File: src/rtl/soa_pkg.sv
// Shared types and constants for the slab object allocator.
// No dependencies; imported by every module of the block.
package soa_pkg;

	localparam int NumSlabs = 16;
	localparam int SlabW    = 4;
	localparam int ObjW     = 10;
	localparam int HandleW  = SlabW + ObjW;
	localparam int CapW     = 11;
	localparam int CntW     = 5;
	localparam int LinkW    = SlabW + 1;
	localparam int MemDepth = NumSlabs << ObjW;

	localparam logic [LinkW-1:0] SlabNone = LinkW'(NumSlabs);
	localparam logic [CapW-1:0]  ObjNone  = CapW'(1 << ObjW);
	localparam logic [CapW-1:0]  CapMax   = CapW'(1 << ObjW);
	localparam logic [CapW-1:0]  CapReset = CapW'(1024);

	typedef enum logic [1:0] {
		TAG_UNUSED  = 2'd0,
		TAG_EMPTY   = 2'd1,
		TAG_PARTIAL = 2'd2,
		TAG_FULL    = 2'd3
	} tag_t;

	typedef enum logic [1:0] {
		ST_OK  = 2'd0,
		ST_OOM = 2'd1,
		ST_BAD = 2'd2
	} status_t;

	typedef enum logic [1:0] {
		OP_ALLOC   = 2'd0,
		OP_FREE    = 2'd1,
		OP_SHRINK  = 2'd2,
		OP_RELEASE = 2'd3
	} op_t;

	typedef enum logic [2:0] {
		S_IDLE,
		S_EXEC,
		S_TAKE,
		S_WAIT,
		S_MOVE,
		S_DONE
	} bstate_t;

	typedef struct packed {
		op_t                op;
		logic [HandleW-1:0] handle;
	} cmd_t;

endpackage

File: src/rtl/soa_front.sv
// Front end: input beat acceptance, function decode and a two-entry command queue.
// Depends on soa_pkg.
module soa_front import soa_pkg::*; (
	input  logic               clk,
	input  logic               arst_n,
	input  logic               in_valid,
	output logic               in_ready,
	input  logic [1:0]         func,
	input  logic [HandleW-1:0] free_handle,
	output logic               cmd_valid,
	input  logic               cmd_ready,
	output cmd_t               cmd
);

	cmd_t       q_mem_q [2];
	logic       wr_ptr_q;
	logic       rd_ptr_q;
	logic [1:0] cnt_q;
	logic       push;
	logic       pop;
	cmd_t       dec;

	always_comb begin
		dec.handle = free_handle;
		dec.op     = op_t'(func);
	end

	assign in_ready  = (cnt_q != 2'd2);
	assign cmd_valid = (cnt_q != 2'd0);
	assign cmd       = q_mem_q[rd_ptr_q];
	assign push      = in_valid && in_ready;
	assign pop       = cmd_valid && cmd_ready;

	always_ff @(posedge clk) begin
		if (push) begin
			q_mem_q[wr_ptr_q] <= dec;
		end
	end

	always_ff @(posedge clk or negedge arst_n) begin
		if (!arst_n) begin
			wr_ptr_q <= 1'b0;
			rd_ptr_q <= 1'b0;
			cnt_q    <= 2'd0;
		end else begin
			if (push) begin
				wr_ptr_q <= ~wr_ptr_q;
			end
			if (pop) begin
				rd_ptr_q <= ~rd_ptr_q;
			end
			cnt_q <= cnt_q + 2'(push) - 2'(pop);
		end
	end

endmodule

File: config.mk
export PLATFORM = sky130hd
export DESIGN_NAME = soa_front
export DESIGN_NICKNAME = d
export VERILOG_FILES = /design/src/rtl/soa_pkg.sv /design/src/rtl/soa_front.sv
export SDC_FILE = /design/constraint.sdc
export NUM_CORES = 1
export LEC_CHECK = 0
export ABC_CLOCK_PERIOD_IN_PS = 3150
export BUFFER_PORTS_ARGS = -buffer_cell sky130_fd_sc_hd__buf_2
export CORE_AREA = 5 5 65 67
export CTS_BUF_LIST = sky130_fd_sc_hd__clkbuf_8
export DETAILED_ROUTE_END_ITERATION = 7
export DIE_AREA = 0 0 70 72
export GPL_ROUTABILITY_DRIVEN = 0
export GPL_TIMING_DRIVEN = 0
export SKIP_LAST_GASP = 1
export SYNTH_ARGS = -nofsm -noshare
export SYNTH_HDL_FRONTEND = slang
export SYNTH_SLANG_ARGS = --single-unit
File: constraint.sdc
create_clock -name clk -period 3.15 [get_ports clk]
set_input_delay 0.7875 -clock clk [delete_from_list [all_inputs] [get_ports clk]]
set_output_delay 0.7875 -clock clk [all_outputs]
set_load 0.05 [all_outputs]
**Word level (Yosys, flattened, before mapping)**

Memories as Yosys holds them, arrays and structs flattened.
Cells that the tools add are included.

- Add/subtract/negate cells: 2
- Equality and inequality tests: 1
- Muxes and demuxes: 2
- Bitwise logic cells: 2
- Reductions and logical operators: 3

Operators with widths:

| operator | count |
|---|---|
| 2-bit by 1-bit adder with 2-bit output | 1 |
| 1-bit logical AND | 2 |
| 1-bit 2-to-1 mux | 2 |
| 2-bit inequality test, second input constant | 1 |
| 1-bit inverter | 2 |
| 2-bit nonzero test | 1 |
| 2-bit by 1-bit subtractor with 2-bit output | 1 |

- Register bits after elaboration: 4
- Bits in writable memories: 32
- Bits of input ports: 20
- Output and inout bits: 18
- Logic and storage cells: 14
- Memories kept: 1

Memories:

| memory | words | width | rd ports | clocked after Yosys merged registers in | write ports | RTL line | source |
|---|---|---|---|---|---|---|---|
| q_mem_q | 2 | 16 | 1 | 0 | 1 | soa_front.sv:15 | `cmd_t q_mem_q [2];` |

**Depth between registers and ports, before layout**

- Depth in word-level cells: 4
- Gate-level depth with buffers: 7
- Mapped depth without buffers: 7

**Least setup slack after synthesis**

OpenSTA, ideal clock, no wires.

- Path kind: register -> register
- From: reg cnt_q[0]
- To: mem q_mem_q[0][0] (netlist name) (enable)
- Library setup time: 0.388 ns
- Arrival time: 1.718 ns
- Data required time: 2.762 ns
- Setup slack: 1.044 ns
- Cell stages (with the launch flop): 4
- Path buffers: 0
- Period minus slack after synthesis: 2.106 ns
- Path through: dfrtp_1 > nand2b_1 > nand2_1 > nor2_1

- Word-level cells in the longest chain between the ends: 4

RTL lines:

| what | RTL line | source |
|---|---|---|
| start: declaration | soa_front.sv:18 | `logic [1:0] cnt_q;` |
| start signal: assignment | soa_front.sv:52 | `cnt_q <= cnt_q + 2'(push) - 2'(pop);` |
| 2-bit inequality test | soa_front.sv:28 | `assign in_ready = (cnt_q != 2'd2);` |
| named net in_ready | soa_front.sv:7 | `output logic in_ready,` |
| 1-bit logical AND | soa_front.sv:31 | `assign push = in_valid && in_ready;` |
| 1-bit 2-to-1 mux | soa_front.sv:35 | `if (push) begin` |
| 1-bit 2-to-1 mux (not written as such) | soa_front.sv:36 | `q_mem_q[wr_ptr_q] <= dec;` |
| end: declaration | soa_front.sv:15 |  |

The timed path passes the listed nets, and every way through them passes these cells.

==> flow_summary.json <==
{
  "timing.fmax_mhz": 443,
  "detailedPlace.worstSlack_ns": 0.614,
  "wire_per_inst_um": 14.0,
  "grtUsageTotal_pct": 9.56,
  "dr.pass1.iters": 4,
  "cts_setup_buffers": 0,
  "cts-htree-levels": 2,
  "die_x_um": 70,
  "most_common_cell_in_the_netlist": "sky130_fd_sc_hd__edfxtp_1",
  "rr_worst_depth": 7,
  "required_ns": 2.36,
  "worst_ep_arrival_time_ns": 1.47,
  "setup.worst_path.end_class": "output pin",
  "worst_slew_margin_rel_pct": 43.4,
  "gate_count_post_synth": 67,
  "share_seq_of_total_power_pct": 38.2,
  "detailroute.via_count": 716,
  "net-switching-power_uw": 766,
  "root_driver": "sky130_fd_sc_hd__clkbuf_8",
  "diodes": 0,
  "slew_viol_final": 0,
  "grt-ovfl-total": 0,
  "maximum_number_of_pins_on_one_net_before_global_route_repair": 17,
  "synth.yosys.seq_area_share_pct": 77.9,
  "pin_count": 38,
  "final_nets": 133,
  "clk_transition_reported_paths_ns": 0.07,
  "placement_rows": 22,
  "synth.top_cells.by_count": "sky130_fd_sc_hd__edfxtp_1, sky130_fd_sc_hd__mux2_2, sky130_fd_sc_hd__dfrtp_1, sky130_fd_sc_hd__xnor2_1",
  "power.share.combinational_pct": 45.6,
  "cts_buffer_depth": 2,
  "final_wl_um": 2240,
  "yosysWarningCount": 0,
  "syn-num-nets": 89,
  "drt.antenna.violating_nets": 0,
  "final.period_utilization_pct": 71.6,
  "r2r_start": "cnt_q[1]$_DFF_PN0_",
  "power.internal_uw": 1060,
  "antenna_violations_before_repair": 0,
  "share_clk_of_total_power_pct": 16.2,
  "ff_to_ff_end": "cnt_q[1]$_DFF_PN0_",
  "cts_hold_buf": 0,
  "cts_made_buffers": 5,
  "cts_tree": "built",
  "dr.first_iter.drc_count": 15,
  "power_uw": 1830,
  "grt_setup_unrepaired": "false",
  "power_per_cell_area_nw_per_um2": 1080,
  "yosys_register_bits": 36,
  "count_of_instances_resized_after_the_clock_tree_is_built": 0,
  "worst_setup_path_start_kind": "flip-flop",
  "final_layout_size_suffix_gt1_share_pct": 55.4,
  "setup_slack_ns": 0.894,
  "worst_skew_pair.late_latency_ns": 0.28,
  "layout-area-overhead-vs-synth_pct": 24.1,
  "first_global_vias": 763,
  "worst-setup-path-type": "flip-flop to output pin",
  "proportion_of_register_bits_with_asynchronous_set_or_reset_after_synthesis_pct": 11.1,
  "synth_largest_type_area_fraction_pct": 70.5,
  "core-area_sq_um": 3580,
  "cap_viol_max_count": 0,
  "synth.largest_area_cell": "sky130_fd_sc_hd__edfxtp_1",
  "grt_first_pass_wirelength_um": 3570,
  "power.leakage_uw": 0.000661,
  "largest_cells_by_area_after_synthesis": "sky130_fd_sc_hd__edfxtp_1, sky130_fd_sc_hd__mux2_2, sky130_fd_sc_hd__dfrtp_1",
  "timing.final.setup_violations": 0,
  "detailed_place_hpwl_um": 1560,
  "dieHeight_um": 72,
  "skew_ns": 0.00648,
  "cts_sink_cnt": 36,
  "yosys.cell_types.count": 14,
  "final-hold-violation-count": 0,
  "regToRegSetupSlack_ns": 1.43,
  "place.port_buffers": 37,
  "tns_ns": 0,
  "hold_path.class": "input port to async pin",
  "fin_crit_ns": 2.26,
  "synth_ff_type": "sky130_fd_sc_hd__edfxtp_1",
  "power.share.switching_pct": 41.9,
  "ir_worst_vdd_uv": 625,
  "fillCellCount": 336,
  "cp_max_fo": 10,
  "drc": 0,
  "avgViaCountPerCell": 4.48,
  "tightest_slew_ns": 0.847,
  "start_util_pct": 38.1,
  "outcome": "finished, final reports clean",
  "synth_enable_flop_cells": 32,
  "dieArea_sq_um": 5040,
  "netlist_area_sq_um": 1360,
  "postSynthAreaPerCell_sq_um": 20.3
}
worst max-delay path, cell delays in order, from the launching register on:
cell and delay [ns]:
sky130_fd_sc_hd__dfrtp_1 0.34, sky130_fd_sc_hd__buf_6 0.13, sky130_fd_sc_hd__buf_6 0.16, sky130_fd_sc_hd__mux2_2 0.34, sky130_fd_sc_hd__buf_2 0.21
power by group through the flow:
stage / clock (uW) / sequential, uW / combinational [uW]
final: 296 / 699 / 834
after floorplan: 0 / 697 / 681
after CTS: 304 / 701 / 853
after global placement: 0 / 702 / 835
after global routing: 323 / 713 / 890
after detailed placement: 0 / 710 / 853
per-stage QoR:
| step | hold WS [ns] | cell area [sq um] | utilization [%] | std cells |
|---|---|---|---|---|
| floorplan | 0.461 | 1360 | - | 67 |
| global placement | 0.475 | 1610 | 44.9 | 152 |
| detailed placement | 0.505 | 1610 | 44.9 | 152 |
| CTS | 0.294 | 1690 | 47.2 | 160 |
| global route | 0.289 | 1690 | 47.2 | 160 |
| finish | 0.299 | 1690 | 47.2 | 160 |
cell families (layout without fill, tap and decap cells):
family / after synthesis / count (layout) / synth area share, %
XOR/XNOR: 4 / 4 / 2.57
multiplexers: 16 / 16 / 13.2
buffers and inverters: 3 / 48 / 1.93
adder cells (fa/ha/maj): 2 / 2 / 1.84
flip-flops: 36 / 36 / 77.9
AND/OR/NAND/NOR: 6 / 6 / 2.57
worst max path at each step:
stage,cells after the start,from,to,slack (ns)
2_1_floorplan,3,cnt_q[0]$_DFF_PN0_,q_mem_q[0][0]$_DFFE_PP_,1.04
3_3_place_gp,3,in_valid,q_mem_q[0][6]$_DFFE_PP_,0.69
3_5_place_dp,3,in_valid,q_mem_q[0][11]$_DFFE_PP_,0.61
4_1_cts,4,rd_ptr_q$_DFFE_PN0P_,cmd[9],0.87
5_1_grt,4,rd_ptr_q$_DFFE_PN0P_,cmd[12],0.80
6_report,4,rd_ptr_q$_DFFE_PN0P_,cmd[9],0.89
state kept, by name, indices dropped and copies added (netlist names):
name	flops
q_mem_q	32
cnt_q	2
rd_ptr_q	1
wr_ptr_q	1
cell type report:
type                    instances  area (sq um)  area share [%]
flip-flops and latches         36          1060            62.8
repair buffers                 37           185            11.0
well taps                      48          60.1            3.55
multi-input cells              28           278            16.4
clock inverters                 3          11.3           0.666
plain buffers                   2          22.5            1.33
inverters                       1          3.75           0.222
clock buffers                   5          68.8            4.07
cells in the final DEF, fill, tap and decap left out, drive strengths merged:
cell    netlist  routed
xor2          1       1
nor2          1       1
buf           2      39
and2          1       1
dfrtp         4       4
edfxtp       32      32
inv           1       3
ha            2       2
xnor2         3       3
clkbuf        0       5
and3          1       1
or2           1       1
clkinv        0       1
nand2b        1       1
nand2         1       1
mux2         16      16
metal layers:
| layer | part of all wire [%] | GRT usage (%) | routed length [um] |
|---|---|---|---|
| met3 | 5.6 | 3.32 | 125 |
| met4 | 2.0 | 5.74 | 44 |
| met2 | 52 | 17.2 | 1160 |
| met5 | 0 | 0 | 0 |
| met1 | 41 | 9.51 | 914 |
No activity file was read; power rests on OpenSTA's default activity.
